--- config.mk ---
export PLATFORM = sky130hd
export DESIGN_NAME = hns_ctrl
export DESIGN_NICKNAME = d
export VERILOG_FILES = /design/src/rtl/hns_pkg.sv /design/src/rtl/hns_ctrl.sv
export SDC_FILE = /design/constraint.sdc
export NUM_CORES = 1
export LEC_CHECK = 0
export ABC_AREA = 1
export BUFFER_PORTS_ARGS = -buffer_cell sky130_fd_sc_hd__buf_2
export CAP_MARGIN = 10
export CELL_PAD_IN_SITES_DETAIL_PLACEMENT = 0
export CELL_PAD_IN_SITES_GLOBAL_PLACEMENT = 2
export CORE_MARGIN = 4
export CORE_UTILIZATION = 28
export DETAILED_ROUTE_END_ITERATION = 16
export GPL_TIMING_DRIVEN = 0
export PLACE_DENSITY = 0.88
export SLEW_MARGIN = 40
export SYNTH_ARGS = -nofsm -noshare
export SYNTH_HDL_FRONTEND = slang
export SYNTH_SLANG_ARGS = --single-unit
--- constraint.sdc ---
create_clock -name clk -period 3.6 [get_ports clk]
set_clock_uncertainty 0.1 [all_clocks]
set_input_delay 0.36 -clock clk [delete_from_list [all_inputs] [get_ports clk]]
set_output_delay 0.36 -clock clk [all_outputs]
set_load 0.1 [all_outputs]
--- src/rtl/hns_pkg.sv ---
`timescale 1ns / 1ps
package hns_pkg;

  // height scale of the edge vectors
  localparam int HSCALE = 255;
  // normal sum component, square, squared length, search accumulator
  localparam int S_W   = 11;
  localparam int SQ_W  = 20;
  localparam int LEN_W = 22;
  localparam int ACC_W = 58;
  localparam int Q_W   = 16;

  typedef enum logic {
    OP_PIXEL = 1'b0,
    OP_FLUSH = 1'b1
  } opcode_t;

  // register select, taken from paddr[2]
  localparam logic REG_ROW_LENGTH = 1'b0;
  localparam logic REG_ROW_COUNT  = 1'b1;

  typedef enum logic [2:0] {
    ST_IDLE,
    ST_READ,
    ST_NEIGH,
    ST_SQUARE,
    ST_LENGTH,
    ST_ITER,
    ST_OUT
  } hns_state_t;

  typedef struct packed {
    opcode_t    opcode;
    logic [7:0] height;
  } in_item_t;

  typedef struct packed {
    logic signed [15:0] normal_x;
    logic signed [15:0] normal_y;
    logic signed [15:0] normal_z;
    logic [9:0]         row_index;
    logic [9:0]         column_index;
    logic               frame_last;
  } out_item_t;

  typedef struct packed {
    logic       load_item;
    logic       wr_row0;
    logic       capture;
    logic       compute;
    logic       square;
    logic       length;
    logic       iter_en;
    logic [3:0] iter_k;
    logic       out_load;
  } dp_cmd_t;

  typedef struct packed {
    logic       last_col;
    logic       hu;
    logic       drain;
    logic [9:0] row_idx;
    logic       frame_last;
  } item_info_t;

  // sign and magnitude back to Q1.15
  function automatic logic [15:0] q15_out(input logic signed [S_W-1:0] s,
                                          input logic [Q_W-1:0] q);
    logic [15:0] r;
    if (s == '0) begin
      r = '0;
    end else if (!s[S_W-1]) begin
      r = (q > 16'd32767) ? 16'd32767 : q;
    end else begin
      r = 16'd0 - q;
    end
    return r;
  endfunction

endpackage

--- src/rtl/hns_ctrl.sv ---
`timescale 1ns / 1ps
module hns_ctrl #(
  parameter int MAX_WIDTH = 1024,
  parameter int MAX_ROWS  = 1024
) (
  input  logic                          clk,
  input  logic                          rst,
  input  logic                          restart,
  input  logic                          pix_valid,
  input  hns_pkg::opcode_t              pix_opcode,
  input  logic [$clog2(MAX_WIDTH)-1:0]  w_last,
  input  logic [$clog2(MAX_ROWS)-1:0]   h_last,
  input  logic                          out_free,
  output logic                          pix_stall,
  output hns_pkg::dp_cmd_t              cmd,
  output hns_pkg::item_info_t           info,
  output logic [$clog2(MAX_WIDTH)-1:0]  col
);

  localparam int COL_W = $clog2(MAX_WIDTH);
  localparam int ROW_W = $clog2(MAX_ROWS);

  hns_pkg::hns_state_t state, state_next;
  logic [COL_W-1:0]    in_col;
  logic [ROW_W-1:0]    in_row;
  logic                draining;
  logic [3:0]          iter_k;

  logic accept, is_pix, take_pix, emit_pix, emit_drain, emit, col_end;

  always_comb begin
    accept     = (state == hns_pkg::ST_IDLE) && pix_valid;
    is_pix     = (pix_opcode == hns_pkg::OP_PIXEL);
    take_pix   = accept && is_pix && !draining;
    emit_pix   = take_pix && (in_row != '0);
    emit_drain = accept && !is_pix && draining;
    emit       = emit_pix || emit_drain;
    col_end    = (in_col == w_last);
  end

  always_comb begin
    info.last_col   = col_end;
    info.hu         = draining ? (h_last != '0) : (in_row != ROW_W'(1));
    info.drain      = draining;
    info.row_idx    = draining ? 10'(h_last) : 10'(in_row - ROW_W'(1));
    info.frame_last = draining && col_end;
    col             = in_col;
  end

  always_comb begin
    state_next = state;
    unique case (state)
      hns_pkg::ST_IDLE:   if (emit) state_next = hns_pkg::ST_READ;
      hns_pkg::ST_READ:   state_next = hns_pkg::ST_NEIGH;
      hns_pkg::ST_NEIGH:  state_next = hns_pkg::ST_SQUARE;
      hns_pkg::ST_SQUARE: state_next = hns_pkg::ST_LENGTH;
      hns_pkg::ST_LENGTH: state_next = hns_pkg::ST_ITER;
      hns_pkg::ST_ITER:   if (iter_k == '0) state_next = hns_pkg::ST_OUT;
      hns_pkg::ST_OUT:    if (out_free) state_next = hns_pkg::ST_IDLE;
      default:            state_next = hns_pkg::ST_IDLE;
    endcase
  end

  always_comb begin
    cmd        = '0;
    cmd.iter_k = iter_k;
    pix_stall  = 1'b1;
    unique case (state)
      hns_pkg::ST_IDLE: begin
        pix_stall     = 1'b0;
        cmd.load_item = emit;
        cmd.wr_row0   = take_pix && (in_row == '0);
      end
      hns_pkg::ST_READ:   cmd.capture = 1'b1;
      hns_pkg::ST_NEIGH:  cmd.compute = 1'b1;
      hns_pkg::ST_SQUARE: cmd.square  = 1'b1;
      hns_pkg::ST_LENGTH: cmd.length  = 1'b1;
      hns_pkg::ST_ITER:   cmd.iter_en = 1'b1;
      hns_pkg::ST_OUT:    cmd.out_load = out_free;
      default: ;
    endcase
  end

  always_ff @(posedge clk) begin
    if (rst) begin
      state <= hns_pkg::ST_IDLE;
    end else begin
      state <= state_next;
    end
  end

  always_ff @(posedge clk) begin
    if (rst) begin
      iter_k <= '0;
    end else if (state == hns_pkg::ST_LENGTH) begin
      iter_k <= 4'd15;
    end else if (state == hns_pkg::ST_ITER) begin
      iter_k <= iter_k - 4'd1;
    end
  end

  // raster position; the drain walks the last row with the column counter
  always_ff @(posedge clk) begin
    if (rst || restart) begin
      in_col   <= '0;
      in_row   <= '0;
      draining <= 1'b0;
    end else if (take_pix) begin
      if (col_end) begin
        in_col <= '0;
        if (in_row == h_last) begin
          in_row   <= '0;
          draining <= 1'b1;
        end else begin
          in_row <= in_row + ROW_W'(1);
        end
      end else begin
        in_col <= in_col + COL_W'(1);
      end
    end else if (emit_drain) begin
      if (col_end) begin
        in_col   <= '0;
        in_row   <= '0;
        draining <= 1'b0;
      end else begin
        in_col <= in_col + COL_W'(1);
      end
    end
  end

endmodule

==> out/metrics.cfg <==
[detailed_routing]
detail_route.vias_per_cell = 4.487
drcViolationCount = 0
post_drt_wl_per_cell_um = 11.79
detailedRoute.firstPassIterationCount = 5
vias = 2477
route.antenna.remaining_nets = 0
drt_wl_total_um = 6506
drt_first_iter_violations = 123

[critical_path]
setup.worst_path.start_class = register
rrSetupSlack_ps = 1380
r2r.worst_path.cells = 10
timing.rr.end = state[2]
worstSetupStartpoint = in_row[0]
timing.critical_path.to = cmd[10]
worstPathArrival_ps = 2320
crit_path_max_fanout = 8
setup.worst_path.class = register to output port
timing.rr.start = in_row[0]
required_ps = 3140
worst_setup_path_end_kind = output port

[cts]
htreeDepth = 1
post_cts_buffers = 0
max-clock-path-buffers = 2
cts-resized-gates = 0
postCtsHoldBufs = 0
cts-buffers-inserted = 3
tritoncts_clock_tree = yes
cts_num_sinks = 28
clk_pin_slew_worst_paths_ps = 100
worst_skew_pair.late_latency_ps = 290
cts_root_buffer = sky130_fd_sc_hd__clkbuf_8

[timing]
final_min_period_over_clock_period_pct = 77.31
fin_setup_tns_ps = 0
final_setup_violations = 0
period_needed_ps = 2783
maxSlewHeadroom_pct = 64.69
finalHoldWorstSlack_ps = 228.1
max_clock_freq_mhz = 359.3
final_hold_violating_endpoints = 0
rsz0062_at_grt = false
tightestPinTransition_ps = 529.6
final_number_of_max_transition_violations = 0

[yosys]
yosys.cell_count.top_type = sky130_fd_sc_hd__nand2_1
synth_top_cells_by_count = 110 x sky130_fd_sc_hd__nand2_1, 61 x sky130_fd_sc_hd__nor2_1, 52 x sky130_fd_sc_hd__inv_1
synth_fp_nets = 415
ys_warn_count = 0
async_set_or_reset_register_ratio_after_synthesis_pct = 0
synth.largest_area_cell = sky130_fd_sc_hd__dfxtp_1
combinational_family_with_the_most_area_after_synthesis = simple AND/OR/NAND/NOR gates
synth.mux.area_fraction_pct = 0
mappedNetlistArea_mm2 = 0.002251
yosysUniqueCellTypes = 31
synth_xor_area_share_pct = 5.447
synth_enable_flop_cells = 0
synth_simple_gate_area_share_pct = 43.91
synth-compound-area-share_pct = 9.728
synth_fa_ha_area_share_pct = 2.779
synth_top_area_share_pct = 24.90
synthesis.instances = 384
ys_seq_area_share_pct = 24.90
largest_cells_by_area_after_synthesis = sky130_fd_sc_hd__dfxtp_1 25%, sky130_fd_sc_hd__nand2_1 18%, sky130_fd_sc_hd__nor2_1 10%
ys_seq_elements = 28
syn_area_per_cell_um2 = 5.862
synth_ff_type = sky130_fd_sc_hd__dfxtp_1

[flow_run]
drv.max_cap_violation_count = 0

[power]
p_sw_w = 0.0004557
power_density_relative_to_cell_area_mw_per_mm2 = 370.4
power_frac_clock_pct = 25.2
leakage_nw = 1.345
netSwitchingFraction_pct = 44.40
p_int_w = 0.0005707
peakVddDrop_uv = 302.4
seq_power_share_pct = 32.7
power_frac_comb_pct = 42.1

[place]
dp_hpwl_um = 5218
io_buffer_count = 62
place.gp.congestion = 0.8373

[grt]
grt_usage_pct = 13.23
grt_first_pass_wirelength_um = 10660
first_global_vias = 2298
grt_start_max_net_pins = 17
overflow = 0
antenna_found_initial = 0

[final_layout]
synthToLayoutAreaGrowth_pct = 23.12
final_net_count = 482
final_layout_size_suffix_gt1_share_pct = 21.11
antenna_cells = 0
finalCoreUtilization_pct = 35.68
final.fill_count = 907

[min_path]
timing.hold.worst.class = primary input to register

[floorplan]
core_area_mm2 = 0.007767
boundaryPins = 63
effective_utilization_at_floorplan_pct = 28.98
die_width_um = 97.66
design.die.area_mm2 = 0.009537
floorplan.die.height_um = 97.66
num_rows = 32

[outcome]
run_status = completed

logic make-up (layout without fill, tap and decap cells):
logic type / Yosys count / count (layout)
AOI/OAI and AO/OA: 40 / 40
xor gates and xnor gates: 14 / 14
adders and majority gates: 5 / 5
and+or+nand+nor: 228 / 228
buffers and inverters: 69 / 135
DFF: 28 / 28
metal layers:
| layer | vias up | global-route usage [%] | share of wire [%] |
|---|---|---|---|
| met5 | - | 0 | 0 |
| met1 | 1093 | 17.25 | 47 |
| li1 | 1328 | - | - |
| met2 | 50 | 22.40 | 47 |
| met3 | 6 | 2.800 | 4.7 |
| met4 | 0 | 2.875 | 1.2 |
placed cells by master, fill, tap and decap left out, types with 2 or more instances in the layout:
cell                       synthesis  layout
sky130_fd_sc_hd__o21ai_1           0       2
sky130_fd_sc_hd__dfxtp_1          28      28
sky130_fd_sc_hd__inv_1            52      52
sky130_fd_sc_hd__clkbuf_1          3       3
sky130_fd_sc_hd__buf_2             3      65
sky130_fd_sc_hd__a31oi_1           4       4
sky130_fd_sc_hd__a21oi_1          14      14
sky130_fd_sc_hd__buf_6             3       3
sky130_fd_sc_hd__inv_2             4       4
sky130_fd_sc_hd__nor2_2            3       3
sky130_fd_sc_hd__clkbuf_8          0       3
sky130_fd_sc_hd__nor2_1           61      61
sky130_fd_sc_hd__xor2_1           13      13
sky130_fd_sc_hd__o21ai_0          18      16
sky130_fd_sc_hd__nand4_1           6       6
sky130_fd_sc_hd__nor4_1            3       2
sky130_fd_sc_hd__ha_1              5       5
sky130_fd_sc_hd__nand2_2           2       2
sky130_fd_sc_hd__nand3_1          23      23
sky130_fd_sc_hd__nor3_1           11      10
sky130_fd_sc_hd__nor2_4            2       2
sky130_fd_sc_hd__o21ai_2           2       2
sky130_fd_sc_hd__nand3b_1          3       3
sky130_fd_sc_hd__buf_4             3       3
sky130_fd_sc_hd__nand2_1         110     110
state kept, by name, indices dropped and copies added, names as in the netlist:
name	cells
col	10
draining	1
in_row	10
iter_k	4
state	3
layout make-up:
type | count | area, um^2 | area share [%]
buffer | 13 | 87.58 | 3.160
clock buffer | 3 | 41.29 | 1.490
clock inverter | 1 | 30.03 | 1.084
inverter | 56 | 210.2 | 7.585
multi-input combinational | 287 | 1404 | 50.65
sequential | 28 | 560.5 | 20.23
tap | 102 | 127.6 | 4.605
timing repair buffer | 62 | 310.3 | 11.20
through the flow:
stage	total power, W	instances	cell area, um^2	setup WS (ps)
after global routing	0.001079	552	2771	712.1
after floorplan	0.0007000	384	2262	85.70
after global placement	0.0007794	548	2700	1159
after CTS	0.001038	552	2771	842.4
after detailed placement	0.0007785	548	2700	1177
final	0.001026	552	2771	816.7
power groups by stage:
| stage | clock network, W | registers, W | logic (W) |
|---|---|---|---|
| CTS | 0.000266 | 0.000335 | 0.000437 |
| finish | 0.000259 | 0.000335 | 0.000433 |
| floorplan | 0 | 0.000368 | 0.000332 |
| detailed placement | 0 | 0.000343 | 0.000436 |
| global placement | 0 | 0.000342 | 0.000437 |
| global route | 0.000273 | 0.000337 | 0.000469 |
critical path: stages, from the launching register on:
cell	delay [ps]
sky130_fd_sc_hd__dfxtp_1	360
sky130_fd_sc_hd__clkbuf_2	190
sky130_fd_sc_hd__inv_1	180
sky130_fd_sc_hd__ha_1	260
sky130_fd_sc_hd__nand2_1	100
sky130_fd_sc_hd__nor2_1	210
sky130_fd_sc_hd__nand3_1	180
sky130_fd_sc_hd__nor2_1	120
sky130_fd_sc_hd__buf_2	440
worst min path at each step:
stage	from	end	depth (start not counted)
2_1_floorplan	rst	iter_k[0]	1
3_3_place_gp	iter_k[0]	iter_k[0]	2
3_5_place_dp	iter_k[0]	iter_k[0]	2
4_1_cts	rst	iter_k[0]	2
5_1_grt	rst	iter_k[0]	2
6_report	rst	iter_k[0]	2
Note: power is estimated with default switching activity, not from simulation.
